File: config.mk
export PLATFORM = sky130hd
export DESIGN_NAME = led_matrix_scan_animator_unit
export DESIGN_NICKNAME = d
export VERILOG_FILES = /design/src/rtl/lmsa_pkg.sv /design/src/rtl/lmsa_ram.sv /design/src/rtl/lmsa_cfg.sv /design/src/rtl/lmsa_seq.sv /design/src/rtl/lmsa_out.sv /design/src/rtl/led_matrix_scan_animator_unit.sv
export SDC_FILE = /design/constraint.sdc
export NUM_CORES = 1
export LEC_CHECK = 0
export BUFFER_PORTS_ARGS = -buffer_cell sky130_fd_sc_hd__buf_2
export CAP_MARGIN = 20
export CORE_ASPECT_RATIO = 1.2
export CORE_MARGIN = 5
export CORE_UTILIZATION = 35
export DETAILED_ROUTE_END_ITERATION = 8
export MAX_ROUTING_LAYER = met4
export PLACE_DENSITY = 0.51
export SLEW_MARGIN = 20
export SYNTH_ARGS = -nofsm -noshare
export SYNTH_HDL_FRONTEND = slang
export SYNTH_SLANG_ARGS = --single-unit
File: constraint.sdc
create_clock -name clk -period 3.7 [get_ports clk]
set_input_delay 0.37 -clock clk [delete_from_list [all_inputs] [get_ports clk]]
set_output_delay 0.37 -clock clk [all_outputs]
set_load 0.005 [all_outputs]
File: src/rtl/lmsa_pkg.sv
// ============================================================================
// LED matrix scan animator package
// Shared types, codes, reset values and fixed field widths.
// ============================================================================
`default_nettype none

package lmsa_pkg;

  // Default geometry of the matrix and the frame store.
  localparam int NUM_FRAMES_DEF  = 8;
  localparam int NUM_ROWS_DEF    = 4;
  localparam int NUM_COLUMNS_DEF = 5;

  // Fixed widths of the request and result fields.
  localparam int OP_W       = 2;
  localparam int FRAME_W    = 3;
  localparam int WORD_W     = 5;
  localparam int ROW_OUT_W  = 4;
  localparam int PERIOD_W   = 16;
  localparam int APB_DATA_W = 32;
  localparam int APB_ADDR_W = 4;

  // Number of row words carried by a write request.
  localparam int WORDS_PER_WRITE = 4;

  // Register reset values.
  localparam logic [FRAME_W-1:0]  LAST_FRAME_RST   = 3'd6;
  localparam logic [PERIOD_W-1:0] FRAME_PERIOD_RST = 16'd50;
  localparam logic                REPEAT_RST       = 1'b0;

  // Operation codes of a request.
  typedef enum logic [OP_W-1:0] {
    OP_TICK    = 2'd0,
    OP_WRITE   = 2'd1,
    OP_TRIGGER = 2'd2
  } op_t;

  // Register indexes on the configuration port.
  typedef enum logic [1:0] {
    REG_LAST_FRAME   = 2'd0,
    REG_FRAME_PERIOD = 2'd1,
    REG_REPEAT       = 2'd2
  } reg_idx_t;

  // Configuration register set.
  typedef struct packed {
    logic [FRAME_W-1:0]  last_frame;
    logic [PERIOD_W-1:0] frame_period;
    logic                repeat_enable;
  } cfg_t;

  // Control fields of a request on its way from the sequencer to the output stage.
  typedef struct packed {
    logic                 is_tick;
    logic                 word_valid;
    logic [ROW_OUT_W-1:0] row_drive;
    logic                 row_wrap;
    logic                 animating;
    logic [FRAME_W-1:0]   current_frame;
  } stage_t;

endpackage

`default_nettype wire

File: src/rtl/lmsa_ram.sv
// ============================================================================
// Generic simple dual-port RAM
// One write port and one read port with a registered read and read enable.
// ============================================================================
`default_nettype none

module lmsa_ram #(
  parameter int WIDTH = 20,
  parameter int DEPTH = 8
) (
  input  wire logic                     clk,
  input  wire logic                     wr_en,
  input  wire logic [$clog2(DEPTH)-1:0] wr_addr,
  input  wire logic [WIDTH-1:0]         wr_data,
  input  wire logic                     rd_en,
  input  wire logic [$clog2(DEPTH)-1:0] rd_addr,
  output logic      [WIDTH-1:0]         rd_data
);

  logic [WIDTH-1:0] mem_r [DEPTH];

  // Write port.
  always_ff @(posedge clk) begin
    if (wr_en) begin
      mem_r[wr_addr] <= wr_data;
    end
  end

  // Registered read port; the data holds while no read is enabled.
  always_ff @(posedge clk) begin
    if (rd_en) begin
      rd_data <= mem_r[rd_addr];
    end
  end

endmodule

`default_nettype wire

File: src/rtl/lmsa_cfg.sv
// ============================================================================
// LED matrix scan animator configuration registers
// APB-style register file holding the animation settings.
// ============================================================================
`default_nettype none

module lmsa_cfg
  import lmsa_pkg::*;
(
  input  wire logic                  clk,
  input  wire logic                  rst_n,
  input  wire logic                  psel,
  input  wire logic                  penable,
  input  wire logic                  pwrite,
  input  wire logic [APB_ADDR_W-1:0] paddr,
  input  wire logic [APB_DATA_W-1:0] pwdata,
  output logic      [APB_DATA_W-1:0] prdata,
  output logic                       pready,
  output cfg_t                       cfg
);

  cfg_t     cfg_r;
  cfg_t     cfg_nxt;
  reg_idx_t idx;
  logic     wr_req;

  assign pready = 1'b1;
  assign idx    = reg_idx_t'(paddr[3:2]);
  assign wr_req = psel && penable && pwrite;
  assign cfg    = cfg_r;

  // Register write decode; an address beyond the list is ignored.
  always_comb begin
    cfg_nxt = cfg_r;
    if (wr_req) begin
      unique case (idx)
        REG_LAST_FRAME:   cfg_nxt.last_frame    = pwdata[FRAME_W-1:0];
        REG_FRAME_PERIOD: cfg_nxt.frame_period  = pwdata[PERIOD_W-1:0];
        REG_REPEAT:       cfg_nxt.repeat_enable = pwdata[0];
        default: ;
      endcase
    end
  end

  always_ff @(posedge clk) begin
    if (!rst_n) begin
      cfg_r.last_frame    <= LAST_FRAME_RST;
      cfg_r.frame_period  <= FRAME_PERIOD_RST;
      cfg_r.repeat_enable <= REPEAT_RST;
    end else begin
      cfg_r <= cfg_nxt;
    end
  end

  // Read-back multiplexer.
  always_comb begin
    unique case (idx)
      REG_LAST_FRAME:   prdata = APB_DATA_W'(cfg_r.last_frame);
      REG_FRAME_PERIOD: prdata = APB_DATA_W'(cfg_r.frame_period);
      REG_REPEAT:       prdata = APB_DATA_W'(cfg_r.repeat_enable);
      default:          prdata = '0;
    endcase
  end

endmodule

`default_nettype wire

File: src/rtl/lmsa_seq.sv
// ============================================================================
// LED matrix scan animator sequencer
// Scan ring, tick counter and frame index update, frame store access.
// ============================================================================
`default_nettype none

module lmsa_seq
  import lmsa_pkg::*;
#(
  parameter int NUM_FRAMES  = NUM_FRAMES_DEF,
  parameter int NUM_ROWS    = NUM_ROWS_DEF,
  parameter int NUM_COLUMNS = NUM_COLUMNS_DEF
) (
  input  wire logic                            clk,
  input  wire logic                            rst_n,
  input  cfg_t                                 cfg,
  input  wire logic                            in_valid,
  output logic                                 in_stall,
  input  wire logic [OP_W-1:0]                 in_operation,
  input  wire logic [FRAME_W-1:0]              in_frame_number,
  input  wire logic [WORD_W-1:0]               in_row_word_0,
  input  wire logic [WORD_W-1:0]               in_row_word_1,
  input  wire logic [WORD_W-1:0]               in_row_word_2,
  input  wire logic [WORD_W-1:0]               in_row_word_3,
  input  wire logic                            b_ready,
  output logic                                 b_valid,
  output stage_t                               b_stage,
  output logic [$clog2(NUM_ROWS)-1:0]          b_row_sel,
  output logic                                 ram_wr_en,
  output logic [$clog2(NUM_FRAMES)-1:0]        ram_wr_addr,
  output logic [NUM_ROWS*NUM_COLUMNS-1:0]      ram_wr_data,
  output logic                                 ram_rd_en,
  output logic [$clog2(NUM_FRAMES)-1:0]        ram_rd_addr
);

  localparam int FI_W  = $clog2(NUM_FRAMES);
  localparam int RI_W  = $clog2(NUM_ROWS);
  localparam int CMP_W = (FI_W > FRAME_W) ? FI_W : FRAME_W;

  logic [NUM_ROWS-1:0]   ring_r,  ring_nxt;
  logic [RI_W-1:0]       ci_r,    ci_nxt;
  logic [RI_W-1:0]       ci_use;
  logic [PERIOD_W-1:0]   cnt_r,   cnt_nxt;
  logic [FI_W-1:0]       fi_r,    fi_nxt;
  logic                  anim_r,  anim_nxt;
  logic [NUM_FRAMES-1:0] fvalid_r, fvalid_nxt;
  logic                  sync_now;
  logic                  passed;
  logic                  accept;
  logic                  is_tick;
  logic                  b_en;
  logic                  b_valid_r;
  stage_t                b_stage_r;
  logic [RI_W-1:0]       b_row_sel_r;
  logic [WORD_W-1:0]     words [WORDS_PER_WRITE];
  op_t                   op;

  // The stage ahead of the output takes a request when it is empty or drains.
  assign b_en     = !b_valid_r || b_ready;
  assign in_stall = !b_en;
  assign accept   = in_valid && b_en;
  assign op       = op_t'(in_operation);
  assign is_tick  = (op == OP_TICK);

  assign words[0] = in_row_word_0;
  assign words[1] = in_row_word_1;
  assign words[2] = in_row_word_2;
  assign words[3] = in_row_word_3;

  // Next scan and animation state for the accepted request.
  always_comb begin
    ring_nxt   = ring_r;
    ci_nxt     = ci_r;
    ci_use     = ci_r;
    cnt_nxt    = cnt_r;
    fi_nxt     = fi_r;
    anim_nxt   = anim_r;
    fvalid_nxt = fvalid_r;
    sync_now   = 1'b0;
    passed     = 1'b0;
    ram_wr_en  = 1'b0;
    if (accept) begin
      unique case (op)
        OP_TICK: begin
          // The ring wraps to the first row and restarts the row word index.
          if (ring_r[NUM_ROWS-1]) begin
            ring_nxt = NUM_ROWS'(1);
            ci_use   = '0;
            sync_now = 1'b1;
          end else begin
            ring_nxt = ring_r << 1;
          end
          passed = (cnt_r > cfg.frame_period);
          if (cnt_r != '1) begin
            cnt_nxt = cnt_r + 1'b1;
          end
          if (passed && sync_now) begin
            cnt_nxt = '0;
            if (anim_r) begin
              if ((CMP_W'(fi_r) >= CMP_W'(cfg.last_frame)) ||
                  (fi_r == FI_W'(NUM_FRAMES - 1))) begin
                fi_nxt   = '0;
                anim_nxt = cfg.repeat_enable;
              end else begin
                fi_nxt = fi_r + 1'b1;
              end
            end
          end
          ci_nxt = (ci_use == RI_W'(NUM_ROWS - 1)) ? '0 : ci_use + 1'b1;
        end
        OP_WRITE: begin
          if (in_frame_number < NUM_FRAMES) begin
            ram_wr_en = 1'b1;
            fvalid_nxt[FI_W'(in_frame_number)] = 1'b1;
          end
        end
        OP_TRIGGER: begin
          anim_nxt = 1'b1;
        end
        default: ;
      endcase
    end
  end

  // Frame write data: rows past the carried words stay dark.
  always_comb begin
    ram_wr_data = '0;
    for (int r = 0; r < NUM_ROWS; r++) begin
      if (r < WORDS_PER_WRITE) begin
        ram_wr_data[r*NUM_COLUMNS +: NUM_COLUMNS] = NUM_COLUMNS'(words[2'(r)]);
      end
    end
  end

  assign ram_wr_addr = FI_W'(in_frame_number);
  assign ram_rd_en   = accept;
  assign ram_rd_addr = fi_nxt;

  // Scan and animation state.
  always_ff @(posedge clk) begin
    if (!rst_n) begin
      ring_r   <= NUM_ROWS'(1);
      ci_r     <= '0;
      cnt_r    <= '0;
      fi_r     <= '0;
      anim_r   <= 1'b0;
      fvalid_r <= '0;
    end else begin
      ring_r   <= ring_nxt;
      ci_r     <= ci_nxt;
      cnt_r    <= cnt_nxt;
      fi_r     <= fi_nxt;
      anim_r   <= anim_nxt;
      fvalid_r <= fvalid_nxt;
    end
  end

  // Stage register alongside the frame store read.
  always_ff @(posedge clk) begin
    if (!rst_n) begin
      b_valid_r <= 1'b0;
    end else if (b_en) begin
      b_valid_r <= in_valid;
    end
  end

  always_ff @(posedge clk) begin
    if (accept) begin
      b_stage_r.is_tick       <= is_tick;
      b_stage_r.word_valid    <= fvalid_r[fi_nxt];
      b_stage_r.row_drive     <= ROW_OUT_W'(ring_nxt);
      b_stage_r.row_wrap      <= sync_now;
      b_stage_r.animating     <= anim_nxt;
      b_stage_r.current_frame <= FRAME_W'(fi_nxt);
      b_row_sel_r             <= ci_use;
    end
  end

  assign b_valid   = b_valid_r;
  assign b_stage   = b_stage_r;
  assign b_row_sel = b_row_sel_r;

endmodule

`default_nettype wire

File: src/rtl/lmsa_out.sv
// ============================================================================
// LED matrix scan animator output stage
// Row word selection, column latch and the result register.
// ============================================================================
`default_nettype none

module lmsa_out
  import lmsa_pkg::*;
#(
  parameter int NUM_ROWS    = NUM_ROWS_DEF,
  parameter int NUM_COLUMNS = NUM_COLUMNS_DEF
) (
  input  wire logic                            clk,
  input  wire logic                            rst_n,
  input  wire logic                            b_valid,
  input  stage_t                               b_stage,
  input  wire logic [$clog2(NUM_ROWS)-1:0]     b_row_sel,
  input  wire logic [NUM_ROWS*NUM_COLUMNS-1:0] rd_data,
  output logic                                 b_ready,
  output logic                                 out_valid,
  input  wire logic                            out_stall,
  output logic [ROW_OUT_W-1:0]                 out_row_drive,
  output logic [WORD_W-1:0]                    out_column_drive,
  output logic                                 out_row_wrap,
  output logic                                 out_animating,
  output logic [FRAME_W-1:0]                   out_current_frame
);

  logic                   out_valid_r;
  logic [NUM_COLUMNS-1:0] col_r;
  logic [NUM_COLUMNS-1:0] word;
  logic [ROW_OUT_W-1:0]   row_r;
  logic                   sync_r;
  logic                   anim_r;
  logic [FRAME_W-1:0]     frame_r;
  logic                   load;

  assign b_ready = !out_valid_r || !out_stall;
  assign load    = b_valid && b_ready;

  // A frame never written reads as dark.
  assign word = b_stage.word_valid ? rd_data[b_row_sel*NUM_COLUMNS +: NUM_COLUMNS] : '0;

  always_ff @(posedge clk) begin
    if (!rst_n) begin
      out_valid_r <= 1'b0;
    end else if (b_ready) begin
      out_valid_r <= b_valid;
    end
  end

  // The column latch changes only on a tick and is shown for every result.
  always_ff @(posedge clk) begin
    if (!rst_n) begin
      col_r <= '1;
    end else if (load && b_stage.is_tick) begin
      col_r <= ~word;
    end
  end

  always_ff @(posedge clk) begin
    if (load) begin
      row_r   <= b_stage.row_drive;
      sync_r  <= b_stage.row_wrap;
      anim_r  <= b_stage.animating;
      frame_r <= b_stage.current_frame;
    end
  end

  assign out_valid         = out_valid_r;
  assign out_row_drive     = row_r;
  assign out_column_drive  = WORD_W'(col_r);
  assign out_row_wrap      = sync_r;
  assign out_animating     = anim_r;
  assign out_current_frame = frame_r;

endmodule

`default_nettype wire

File: src/rtl/led_matrix_scan_animator_unit.sv
// ============================================================================
// LED matrix scan animator
// Multiplexed row-scan driver for an LED matrix with frame animation.
// ============================================================================
// Each request on the in_ channel gives exactly one result on the out_
// channel, in order. A refresh tick steps the one-hot row, paces the
// animation and drives the inverted column word of the current frame; a write
// loads the four row words of one frame; a trigger starts the animation.
// Settings (last frame, frame period, repeat) sit on an APB-style port. The
// user must write them only while no request is in flight; the block itself
// does not enforce this. A request passes the frame store read, registered
// with the stage register, and then the result register. One request is taken
// every cycle while in_stall is low; the rate is set by the read-modify-write
// of the scan state next to the registered read of the frame store.
// When the receiver stalls, the result register holds and the stage behind
// it still fills, so in_stall rises only once both are full.
// Reset is synchronous: row 0 active, counter, frame index and animation
// cleared, every column dark, and the whole frame store reads as dark until
// each frame is written. No clearing pass is needed.
// ============================================================================
`default_nettype none

module led_matrix_scan_animator_unit
  import lmsa_pkg::*;
#(
  parameter int NUM_FRAMES  = NUM_FRAMES_DEF,
  parameter int NUM_ROWS    = NUM_ROWS_DEF,
  parameter int NUM_COLUMNS = NUM_COLUMNS_DEF
) (
  input  wire logic                  clk,
  input  wire logic                  rst_n,
  input  wire logic                  psel,
  input  wire logic                  penable,
  input  wire logic                  pwrite,
  input  wire logic [APB_ADDR_W-1:0] paddr,
  input  wire logic [APB_DATA_W-1:0] pwdata,
  output logic      [APB_DATA_W-1:0] prdata,
  output logic                       pready,
  input  wire logic                  in_valid,
  output logic                       in_stall,
  input  wire logic [OP_W-1:0]       in_operation,
  input  wire logic [FRAME_W-1:0]    in_frame_number,
  input  wire logic [WORD_W-1:0]     in_row_word_0,
  input  wire logic [WORD_W-1:0]     in_row_word_1,
  input  wire logic [WORD_W-1:0]     in_row_word_2,
  input  wire logic [WORD_W-1:0]     in_row_word_3,
  output logic                       out_valid,
  input  wire logic                  out_stall,
  output logic [ROW_OUT_W-1:0]       out_row_drive,
  output logic [WORD_W-1:0]          out_column_drive,
  output logic                       out_row_wrap,
  output logic                       out_animating,
  output logic [FRAME_W-1:0]         out_current_frame
);

  localparam int FI_W    = $clog2(NUM_FRAMES);
  localparam int RI_W    = $clog2(NUM_ROWS);
  localparam int FRAME_B = NUM_ROWS * NUM_COLUMNS;

  cfg_t               cfg;
  logic               b_ready;
  logic               b_valid;
  stage_t             b_stage;
  logic [RI_W-1:0]    b_row_sel;
  logic               ram_wr_en;
  logic [FI_W-1:0]    ram_wr_addr;
  logic [FRAME_B-1:0] ram_wr_data;
  logic               ram_rd_en;
  logic [FI_W-1:0]    ram_rd_addr;
  logic [FRAME_B-1:0] ram_rd_data;

  // Configuration registers.
  lmsa_cfg u_cfg (
    .clk     (clk),
    .rst_n   (rst_n),
    .psel    (psel),
    .penable (penable),
    .pwrite  (pwrite),
    .paddr   (paddr),
    .pwdata  (pwdata),
    .prdata  (prdata),
    .pready  (pready),
    .cfg     (cfg)
  );

  // Scan sequencer and frame store access.
  lmsa_seq #(
    .NUM_FRAMES  (NUM_FRAMES),
    .NUM_ROWS    (NUM_ROWS),
    .NUM_COLUMNS (NUM_COLUMNS)
  ) u_seq (
    .clk             (clk),
    .rst_n           (rst_n),
    .cfg             (cfg),
    .in_valid        (in_valid),
    .in_stall        (in_stall),
    .in_operation    (in_operation),
    .in_frame_number (in_frame_number),
    .in_row_word_0   (in_row_word_0),
    .in_row_word_1   (in_row_word_1),
    .in_row_word_2   (in_row_word_2),
    .in_row_word_3   (in_row_word_3),
    .b_ready         (b_ready),
    .b_valid         (b_valid),
    .b_stage         (b_stage),
    .b_row_sel       (b_row_sel),
    .ram_wr_en       (ram_wr_en),
    .ram_wr_addr     (ram_wr_addr),
    .ram_wr_data     (ram_wr_data),
    .ram_rd_en       (ram_rd_en),
    .ram_rd_addr     (ram_rd_addr)
  );

  // Frame store: one entry holds all row words of a frame.
  lmsa_ram #(
    .WIDTH (FRAME_B),
    .DEPTH (NUM_FRAMES)
  ) u_store (
    .clk     (clk),
    .wr_en   (ram_wr_en),
    .wr_addr (ram_wr_addr),
    .wr_data (ram_wr_data),
    .rd_en   (ram_rd_en),
    .rd_addr (ram_rd_addr),
    .rd_data (ram_rd_data)
  );

  // Column latch and result register.
  lmsa_out #(
    .NUM_ROWS    (NUM_ROWS),
    .NUM_COLUMNS (NUM_COLUMNS)
  ) u_out (
    .clk               (clk),
    .rst_n             (rst_n),
    .b_valid           (b_valid),
    .b_stage           (b_stage),
    .b_row_sel         (b_row_sel),
    .rd_data           (ram_rd_data),
    .b_ready           (b_ready),
    .out_valid         (out_valid),
    .out_stall         (out_stall),
    .out_row_drive     (out_row_drive),
    .out_column_drive  (out_column_drive),
    .out_row_wrap      (out_row_wrap),
    .out_animating     (out_animating),
    .out_current_frame (out_current_frame)
  );

endmodule

`default_nettype wire

==> results of run 1 <==
cell families (layout without fill, tap and decap cells):
family	Yosys count	in the layout
buf+inv	78	163
compound gates	150	150
xor+xnor	13	13
simple gates	227	227
mux	16	16
fa+ha+maj	22	22
other cells	2	17
flops	173	173
layout make-up:
cell class | count | area (sq um) | share of cell area [%]
Timing Repair Buffer | 101 | 593 | 6.58
Sequential cell | 173 | 4580 | 50.9
Multi-Input combinational cell | 445 | 2790 | 30.9
Clock inverter | 14 | 164 | 1.82
Tap cell | 274 | 343 | 3.80
Clock buffer | 18 | 429 | 4.76
Inverter | 30 | 113 | 1.25
metrics by stage:
stage | cell area (sq um) | cells | hold WS (ps) | util [%] | power (mW)
floorplan | 7740 | 696 | 400 | - | 2.23
global placement | 8410 | 1023 | 404 | 38.9 | 2.29
detailed placement | 8410 | 1023 | 405 | 38.9 | 2.30
CTS | 9010 | 1055 | 159 | 41.6 | 4.08
global route | 9010 | 1055 | 179 | 41.7 | 4.18
finish | 9010 | 1055 | 180 | 41.7 | 4.02
Yosys cell counts, types with 5 or more instances:
library cell and count:
sky130_fd_sc_hd__a211oi_1 41, sky130_fd_sc_hd__a21boi_0 41, sky130_fd_sc_hd__a21oi_1 29, sky130_fd_sc_hd__nor4_1 12, sky130_fd_sc_hd__nor2_1 63, sky130_fd_sc_hd__nor3b_1 5
sky130_fd_sc_hd__edfxtp_1 112, sky130_fd_sc_hd__dfxtp_1 61, sky130_fd_sc_hd__nor3_1 18, sky130_fd_sc_hd__inv_1 30, sky130_fd_sc_hd__or3_1 5, sky130_fd_sc_hd__nand2b_1 7
sky130_fd_sc_hd__nand2_1 63, sky130_fd_sc_hd__and2_1 20, sky130_fd_sc_hd__nand4_1 13, sky130_fd_sc_hd__buf_4 21, sky130_fd_sc_hd__xnor2_1 12, sky130_fd_sc_hd__clkbuf_1 23
sky130_fd_sc_hd__nand3_1 6, sky130_fd_sc_hd__ha_1 22, sky130_fd_sc_hd__mux2i_1 16, sky130_fd_sc_hd__o21ai_0 12, sky130_fd_sc_hd__o211ai_1 9
final timing paths:
| check | cells past startpoint | startpoint | end | slack (ps) |
|---|---|---|---|---|
| worst min register to register | 0 | u_seq.b_stage[5]$_DFFE_PP_ | u_out.out_row_drive[0]$_DFFE_PP_ | 420 |
| worst max-delay path | 10 | u_seq.cnt_r[11]$_SDFFE_PN0P_ | u_store.rd_data[8]$_DFFE_PP_ | 350 |
| worst min-delay path | 3 | pwdata[4] | u_cfg.cfg[5]$_SDFFE_PN1P_ | 180 |
| worst max register to register | 10 | u_seq.cnt_r[11]$_SDFFE_PN0P_ | u_store.rd_data[8]$_DFFE_PP_ | 350 |
what timing repair did:
item                       CTS  global route
gates resized for setup      0             1
setup endpoints to repair    0             8
setup buffers                0             0
flip-flops by register name, indices dropped and copies added, names as in the netlist, 5 cells and up:
| register | flops |
|---|---|
| u_store.mem_r | 80 |
| u_seq.fvalid_r | 8 |
| u_seq.b_stage | 11 |
| u_store.rd_data | 10 |
| u_out.out_column_drive | 5 |
| u_cfg.cfg | 20 |
| u_seq.cnt_r | 16 |
worst max-delay path, stage by stage, from the launching register on:
cell and delay [ps]:
sky130_fd_sc_hd__dfxtp_1 470, sky130_fd_sc_hd__ha_1 310, sky130_fd_sc_hd__a21oi_1 170, sky130_fd_sc_hd__o21a_1 160
sky130_fd_sc_hd__o221ai_1 180, sky130_fd_sc_hd__a221oi_2 490, sky130_fd_sc_hd__nor3_1 190, sky130_fd_sc_hd__or4_1 550
sky130_fd_sc_hd__buf_4 220, sky130_fd_sc_hd__a211oi_1 260, sky130_fd_sc_hd__nor4_1 100
layout by cell type (no fill, tap or decap), types with 20 or more instances in the layout:
master and instances:
sky130_fd_sc_hd__nand2_1 63, sky130_fd_sc_hd__dfxtp_1 61, sky130_fd_sc_hd__a211oi_1 41, sky130_fd_sc_hd__inv_1 29, sky130_fd_sc_hd__a21boi_0 41, sky130_fd_sc_hd__a21oi_1 29, sky130_fd_sc_hd__edfxtp_1 112, sky130_fd_sc_hd__ha_1 22
sky130_fd_sc_hd__nor2_1 63, sky130_fd_sc_hd__and2_1 20, sky130_fd_sc_hd__buf_2 71, sky130_fd_sc_hd__buf_4 29
routing by layer:
metal	GRT usage (%)	vias to the layer above	part of all wire, %
met5	-	-	0
met3	3.51	33	4.2
met2	25.1	124	51
li1	-	2631	-
met1	16.8	2604	42
met4	6.17	0	3.0
power groups by stage:
| stage | Clock [mW] | Sequential, mW | Combinational [mW] |
|---|---|---|---|
| after floorplan | 0 | 2.15 | 0.0835 |
| after global placement | 0 | 2.15 | 0.141 |
| after detailed placement | 0 | 2.15 | 0.145 |
| after CTS | 1.83 | 2.11 | 0.145 |
| after global routing | 1.91 | 2.11 | 0.161 |
| final | 1.77 | 2.11 | 0.143 |
==> metrics.txt, run 1 <==
run status=finished clean; Seq/Total Area, Yosys=59.7%; clock root buffer=sky130_fd_sc_hd__clkbuf_16; Seq cells post-synth=173; share of post-route cells with drive strength above 1=a little under a fifth; biggest area consumer among synthesized cells=sky130_fd_sc_hd__edfxtp_1; Peak supply drop=0.308 mV; number of synthesized flops with an enable pin=between 100 and 150; simple-gate area share of the yosys netlist=14.4%; async set-reset flop share out of synthesis=0%; I/O pin count=117; total of buffers placed on input and output ports=approximately 70; count of fill cells added during filler insertion=2063; Relative slew margins=about a third; initial antenna violation count=0; cell area power density=446 nW/um^2; std cell rows=59; pin count of the biggest net entering global routing=43; startpoint-to-endpoint class of the critical path=register to register; adder-cell share of the synthesized area=3.58%; routability congestion estimate=0.835; synthesis warning total=0; share of the synthesized area in compound gates (AO/OA/AOI/OAI)=13.7%; dominant register cell in the synthesized netlist=sky130_fd_sc_hd__edfxtp_1; Gate Count Post-Synth=681; switching share of power=about a quarter; number of iterations in the first detailed-routing pass=5; TritonCTS clock tree=done; final setup violation count=0; Hold Vio Cnt, Final=0; Initial Util=35.5%; first-pass GRT wire length=roughly 28000 um; Fin Setup TNS=0 ps; drt first-iter violations=248; total via count after detailed routing=~5400; number of different library cells in the post-synthesis netlist=between 50 and 60; clk sink count=about 170; XOR/XNOR Fraction of Synth Area=under 10%; number of slew-limit violations in the final report=0; wire length per cell after detailed routing=approximately 17 um; Clock transition at path regs=approximately 70 ps; max cap viols=0; fraction of power consumed by sequential logic=52.3%; Die Y-Extent=roughly 170 um; category of the worst setup path capture point=register; drc violations=0; Static Leak=3.36 nW; arrival time of the worst setup path=3520 ps; Clock Skew=12.3 ps; Final period util=90.7%; antenna fix cells=0; via count of the first global-routing pass=5456; required time of the critical path=around 3900 ps; antenna viol nets, final=0; clock insertion delay at the later pin of the skew report=between 400 and 500 ps; Area Overhead vs Synth=17.3%; worst-case clock buffer depth=2; placeable core region=21600 sq um; setup slack after placement=149 ps; mux share of post-synthesis cell area=under 10%; top cells by area in the synthesized netlist=sky130_fd_sc_hd__edfxtp_1, sky130_fd_sc_hd__dfxtp_1, sky130_fd_sc_hd__a211oi_1; Crit Path Max Fanout=10; remaining global-route overflow=0; synthesized area per cell=11.3 sq um; detailed-route vias per instance=a little over 5; Final WS setup=around 350 ps; WL final=18000 um; dominant combinational cell family by area after synthesis=simple AND/OR/NAND/NOR gates; Die Span X=145 um; Overall Global Routing Usage=14.7%; worst hold path class=primary input to register; total standard cell area after synthesis=around 7700 sq um; combinational fraction of design power=3.6%; RSZ-0062 raised after global routing=false; maximum clock rate=298 MHz; fraction of power consumed by the clock network=44.1%; Sw Pwr=965 uW; design internal power=3.06 mW; die area=25000 sq um; post-layout minimum cycle time=3350 ps; sum of net half-perimeters after detailed placement=12700 um; number of nets in the layout=858; area share of the largest cell type after synthesis=43.8%; TritonCTS Buffers=17; sort of element at the start of the critical path=register; Clock H-tree levels=4; number of buffers added to fix hold violations after cts=0; transition at the pin with the smallest max-transition slack=1010 ps
Note: power is estimated with default switching activity, not from simulation.
==> run 2: changes to the inputs <==
CELL_PAD_IN_SITES_DETAIL_PLACEMENT = 1   (was not set)
CELL_PAD_IN_SITES_GLOBAL_PLACEMENT = 2   (was not set)
PLACE_DENSITY = 0.72   (was 0.51)
clock period = 4.09 ns   (was 3.7 ns; I/O delays follow)
==> run 2 against run 1 <==
Clock power is 6% lower. Global-route usage up 1.5 points. Flip-flop and latch count unchanged. Die area unchanged. Via count increased by 0.52%. Maximum frequency decreased by 8.4%. Combinational power down 8%. Sequential power shrank 9%. Highest routed layer unchanged.
==> metrics.txt, run 2 (same netlist as run 1, synthesis figures left out) <==
library cell contributing the largest single delay on the critical path=sky130_fd_sc_hd__nor4_1; crit path launch=u_seq.cnt_r[11]$_SDFFE_PN0P_; first-pass GRT wire length=between 30000 and 40000 um; antenna viol nets, final=0; design internal power=2.78 mW; sort of element at the start of the critical path=register; fraction of power consumed by sequential logic=51.6%; sum of net half-perimeters after detailed placement=13900 um; Crit Path Max Fanout=42; die area=25000 sq um; Util after Layout=41.6%; Top reg by flops=u_store.mem_r; Largest stage delay, worst path=about 560 ps; pin count of the biggest net entering global routing=43; number of placed instances with taps included=1017; remaining global-route overflow=0; Clock Skew=12.2 ps; beginning of the worst hold path=in_valid; Die Y-Extent=172 um; max reg flops=80; maximum clock rate=273 MHz; clk sink count=173; Final period util=between 80% and 90%; Clock transition at path regs=80 ps; launch point of the worst reg-to-reg path=u_seq.cnt_r[11]$_SDFFE_PN0P_; Peak supply drop=0.268 mV; Fin Setup TNS=0 ps; switching share of power=24.7%; number of slew-limit violations in the final report=0; worst hold path class=primary input to register; Clock H-tree levels=4; TritonCTS Buffers=17; RSZ-0062 raised after global routing=false; Static Leak=roughly 3.3 nW; I/O pin count=117; Initial Util=roughly 36%; sum of buffers and inverters on the critical path=2; worst-case clock buffer depth=2; Sw Pwr=around 910 uW; arrival time of the worst setup path=3820 ps; drt first-iter violations=317; WL final=slightly below 20000 um; initial antenna violation count=0; startpoint-to-endpoint class of the critical path=register to register; number of post-CTS setup repair buffers=0; worst-path cell chain=ha_1 > nand4_1 > o41ai_1 > inv_1 > and3_1 > nand4_2 > and2_1 > buf_4 > a211oi_1 > nor4_1; TritonCTS clock tree=done; share of post-route cells with drive strength above 1=between 10% and 20%; detailed-route vias per instance=5.17; total of buffers placed on input and output ports=71; commonest non-fill, non-tap cell in the layout=sky130_fd_sc_hd__edfxtp_1; number of buffers added to fix hold violations after cts=0; final setup violation count=0; transition at the pin with the smallest max-transition slack=817 ps; cell area power density=between 400 and 500 nW/um^2; antenna fix cells=0; Overall Global Routing Usage=16.3%; post-layout minimum cycle time=about 3700 ps; via count of the first global-routing pass=just under 6000; clock root buffer=sky130_fd_sc_hd__clkbuf_16; drc violations=0; required time of the critical path=4240 ps; category of the worst setup path capture point=register; wire length per cell after detailed routing=18.6 um; most frequent cells in the layout=sky130_fd_sc_hd__edfxtp_1, sky130_fd_sc_hd__buf_2, sky130_fd_sc_hd__nor2_1, sky130_fd_sc_hd__nand2_1, sky130_fd_sc_hd__dfxtp_1; routability congestion estimate=0.806; Post-Layout Cell Count=1049; Area Overhead vs Synth=17.0%; number of iterations in the first detailed-routing pass=4; Relative slew margins=a little under half; number of instances resized during post-cts repair=0; Die Span X=145 um; overall power consumption=3.70 mW; std cell rows=59; Hold Vio Cnt, Final=0; combinational fraction of design power=3.6%; total via count after detailed routing=5420; fraction of power consumed by the clock network=between 40% and 50%; crit-path leading delay family=simple AND/OR/NAND/NOR gates; run status=finished clean; placeable core region=approximately 22000 sq um; max cap viols=0; number of nets in the layout=852; clock insertion delay at the later pin of the skew report=430 ps
[run 2: cell count changes in the layout (fill, tap and decap cells not counted), moves of 2 or more]
cell                       delta
sky130_fd_sc_hd__buf_4        -5
sky130_fd_sc_hd__inv_8        -2
sky130_fd_sc_hd__inv_12       +2
sky130_fd_sc_hd__clkinv_8     +2
[run 2: worst reg2reg max path, stage by stage (launching register included)]
cell	delay [ps]
sky130_fd_sc_hd__dfxtp_1	400
sky130_fd_sc_hd__ha_1	360
sky130_fd_sc_hd__nand4_1	180
sky130_fd_sc_hd__o41ai_1	400
sky130_fd_sc_hd__inv_1	150
sky130_fd_sc_hd__and3_1	300
sky130_fd_sc_hd__nand4_2	300
sky130_fd_sc_hd__and2_1	180
sky130_fd_sc_hd__buf_4	410
sky130_fd_sc_hd__a211oi_1	170
sky130_fd_sc_hd__nor4_1	560
[run 2: path summary, 6_finish.rpt]
path	endpoint	slack, ps	depth (start not counted)
max	u_store.rd_data[4]$_DFFE_PP_	430	10
min	u_seq.b_valid$_SDFFE_PN0N_	200	3
max reg2reg	u_store.rd_data[4]$_DFFE_PP_	430	10
min reg2reg	u_out.out_row_drive[0]$_DFFE_PP_	420	0
[run 2: power groups by stage]
stage / Sequential, mW / Combinational [mW] / Clock, mW
floorplan: 1.94 / 0.0755 / 0
global placement: 1.94 / 0.128 / 0
detailed placement: 1.95 / 0.133 / 0
CTS: 1.91 / 0.134 / 1.70
global route: 1.91 / 0.149 / 1.78
finish: 1.91 / 0.132 / 1.66
[run 2: area by class of cell]
cell class              count  area (sq um)
multi-input cells         445          2790
well taps                 274           343
flip-flops and latches    173          4580
clock buffers              17           425
clock inverters            15           200
fillers                  2377         12600
repair buffers             95           536
inverters                  30           113
[run 2: routing by layer]
metal / part of all wire (%) / GRT usage, % / vias to the layer above
met4: 1.9 / 5.76 / 0
met1: 40 / 17.1 / 2670
met5: 0 / - / -
met2: 55 / 30.6 / 96
met3: 3.7 / 3.12 / 29
li1: - / - / 2625
[run 2: stage by stage]
stage / worst slack (ps) / cell area, sq um / hold WS, ps
2_1_floorplan: 1240 / 7740 / 400
3_5_place_dp: 415 / 8360 / 407
5_1_grt: 203 / 8990 / 201
3_3_place_gp: 551 / 8360 / 405
4_1_cts: 382 / 8980 / 187
6_report: 428 / 8990 / 205
==> run 3: changes to the inputs <==
PLACE_DENSITY = 0.64   (was 0.72)
SYNTH_HIERARCHICAL = 1   (was not set)
==> run 3 against run 2 <==
Final cell count increased by 19%. Via count is 14% higher. Core utilization decreased by 1.5 points. Critical path depth is 1 higher. First-iteration DRC count down 52%. Register-to-register slack better by 90 ps. Combinational power is 27% higher. Worst hold slack lost 100 ps. Critical path type unchanged. Largest power group unchanged.
==> metrics.txt, run 3 <==
std cell rows=slightly above 70; cell area power density=429 nW/um^2; worst hold path class=primary input to register; async set-reset flop share out of synthesis=0%; number of synthesized flops with an enable pin=202; library cell contributing the largest single delay on the critical path=sky130_fd_sc_hd__mux4_1; Static Leak=4.69 nW; total standard cell area after synthesis=11400 sq um; biggest area consumer among synthesized cells=sky130_fd_sc_hd__edfxtp_1; Relative slew margins=52.5%; Clock Skew=11.6 ps; number of buffers added to fix hold violations after cts=0; commonest non-fill, non-tap cell in the layout=sky130_fd_sc_hd__edfxtp_1; Top reg by flops=u_store/mem_r; share of post-route cells with drive strength above 1=20.7%; die area=between 30000 and 40000 sq um; routability congestion estimate=~0.73; clk sink count=between 200 and 300; Synth top cells by count=sky130_fd_sc_hd__edfxtp_1, sky130_fd_sc_hd__dfxtp_1, sky130_fd_sc_hd__nand2_1; TritonCTS clock tree=done; number of nets in the layout=914; detailed-route vias per instance=between 4 and 5; Die Y-Extent=207 um; TritonCTS Buffers=28; WL final=24600 um; post-layout minimum cycle time=~3600 ps; Crit Path Max Fanout=30; worst-case clock buffer depth=3; Gate Count Post-Synth=approximately 750; synthesis warning total=6; sort of element at the start of the critical path=register; Die Span X=174 um; synthesized area per cell=15.2 sq um; run status=finished clean; number of slew-limit violations in the final report=0; Overall Global Routing Usage=13.7%; placeable core region=around 32000 sq um; sum of net half-perimeters after detailed placement=roughly 16000 um; cell with the most instances after synthesis=sky130_fd_sc_hd__edfxtp_1; number of instances resized during post-cts repair=0; I/O pin count=117; number of iterations in the first detailed-routing pass=4; Seq cells post-synth=263; transition at the pin with the smallest max-transition slack=706 ps; antenna fix cells=0; Largest stage delay, worst path=590 ps; antenna viol nets, final=0; sum of buffers and inverters on the critical path=3; RSZ-0062 raised after global routing=false; pin count of the biggest net entering global routing=42; crit-path leading delay family=multiplexers; category of the worst setup path capture point=register; Fin Setup TNS=0 ps; Clock transition at path regs=about 60 ps; clock root buffer=sky130_fd_sc_hd__clkbuf_16; remaining global-route overflow=0; initial antenna violation count=0; Initial Util=35.3%; first-pass GRT wire length=38000 um; Seq/Total Area, Yosys=64.1%; Peak supply drop=0.327 mV; overall power consumption=roughly 5.5 mW; count of fill cells added during filler insertion=approximately 3300; top cells by area in the synthesized netlist=sky130_fd_sc_hd__edfxtp_1, sky130_fd_sc_hd__dfxtp_1, sky130_fd_sc_hd__mux4_1; Final period util=between 80% and 90%; drt first-iter violations=~150; drc violations=0; final setup violation count=0; area share of the largest cell type after synthesis=53.4%; dominant register cell in the synthesized netlist=sky130_fd_sc_hd__edfxtp_1; Final WS setup=slightly above 500 ps; total of buffers placed on input and output ports=71; arrival time of the worst setup path=3870 ps; worst-path cell chain=inv_1 > ha_1 > nand4_2 > a2111o_1 > a311oi_4 > nand2_4 > mux2i_4 > inv_2 > buf_12 > mux4_1 > mux2_2; Hold Vio Cnt, Final=0; clock insertion delay at the later pin of the skew report=560 ps; via count of the first global-routing pass=6727; number of different library cells in the post-synthesis netlist=60; most frequent cells in the layout=sky130_fd_sc_hd__edfxtp_1, sky130_fd_sc_hd__buf_2, sky130_fd_sc_hd__dfxtp_1, sky130_fd_sc_hd__nand2_1, sky130_fd_sc_hd__nor2_1; setup slack after placement=488 ps; max cap viols=0; max reg flops=160; total via count after detailed routing=roughly 6200; wire length per cell after detailed routing=19.6 um; required time of the critical path=4390 ps; Clock H-tree levels=1; maximum clock rate=280 MHz; startpoint-to-endpoint class of the critical path=register to register; Area Overhead vs Synth=13.5%; number of post-CTS setup repair buffers=0
## run 3: cell types whose count changed after synthesis, moves of 11 or more
cell,before,now
sky130_fd_sc_hd__nor3_1,18,7
sky130_fd_sc_hd__nor4_1,12,1
sky130_fd_sc_hd__mux2i_1,16,32
sky130_fd_sc_hd__a21boi_0,41,0
sky130_fd_sc_hd__mux2_2,0,24
sky130_fd_sc_hd__edfxtp_1,112,202
sky130_fd_sc_hd__buf_4,21,40
sky130_fd_sc_hd__xor2_1,1,13
sky130_fd_sc_hd__nand2_1,63,50
sky130_fd_sc_hd__nor2_1,63,45
sky130_fd_sc_hd__xnor2_1,12,0
sky130_fd_sc_hd__mux4_1,0,40
sky130_fd_sc_hd__a21oi_1,29,14
sky130_fd_sc_hd__a211oi_1,41,0
## run 3: cells by family (layout without fill, tap and decap cells)
kind of cell	Yosys count	count (layout)	share of synthesized area, %
xor gates and xnor gates	13	13	1.00
and+or+nand+nor	189	189	8.59
muxes	97	97	14.6
AOI/OAI and AO/OA	63	63	3.88
buffers and inverters	99	172	5.22
adders and majority gates	22	22	2.42
other	3	27	0.0991
DFF	263	263	64.1
## run 3: cell type report
class                   count  area (sq um)  share of cell area, %
multi-input cells         411          3590                   27.8
flip-flops and latches    263          7290                   56.5
clock inverters            11           110                  0.854
well taps                 407           509                   3.95
inverters                  33           124                  0.960
clock buffers              41           779                   6.04
repair buffers             87           500                   3.88
## run 3: per-stage QoR
step	hold WS, ps	utilization [%]	instances	cell area [sq um]
6_report	104	40.1	1253	12900
2_1_floorplan	400	-	773	11500
3_3_place_gp	401	37.3	1201	12000
3_5_place_dp	407	37.3	1201	12000
5_1_grt	81.3	40.1	1253	12900
4_1_cts	70.3	40.1	1253	12900
## run 3: layer usage
layer  track usage (%)  share of wire (%)  vias to the layer above
met5                 -                  0                        -
met4              3.52                1.7                        0
met3              2.24                3.3                       30
met2              26.2                 56                       89
met1              14.7                 39                     3131
li1                  -                  -                     2910
## run 3: final timing paths
path,start,slack [ps],depth (start not counted),end
min reg2reg,u_seq/b_stage[1]$_DFFE_PP_,420,0,u_out/out_current_frame[1]$_DFFE_PP_
min,pwdata[6],100,3,u_cfg/cfg[7]$_SDFFE_PN0P_
max,u_cfg/cfg[16]$_SDFFE_PN0P_,510,11,u_store/rd_data[7]$_DFFE_PP_
max reg2reg,u_cfg/cfg[16]$_SDFFE_PN0P_,510,11,u_store/rd_data[7]$_DFFE_PP_
## run 3: report_power, final
part	internal (mW)	switching, mW
Combinational	0.0586	0.110
Clock	1.39	1.03
Sequential	2.92	0.0199
## run 3: worst register-to-register path, delay by kind of cell (launching register included)
kind	cells	cell delay, ps
flops	1	360
fa+ha+maj	1	330
compound gates	2	770
buf+inv	3	380
simple gates	2	320
mux	3	1140
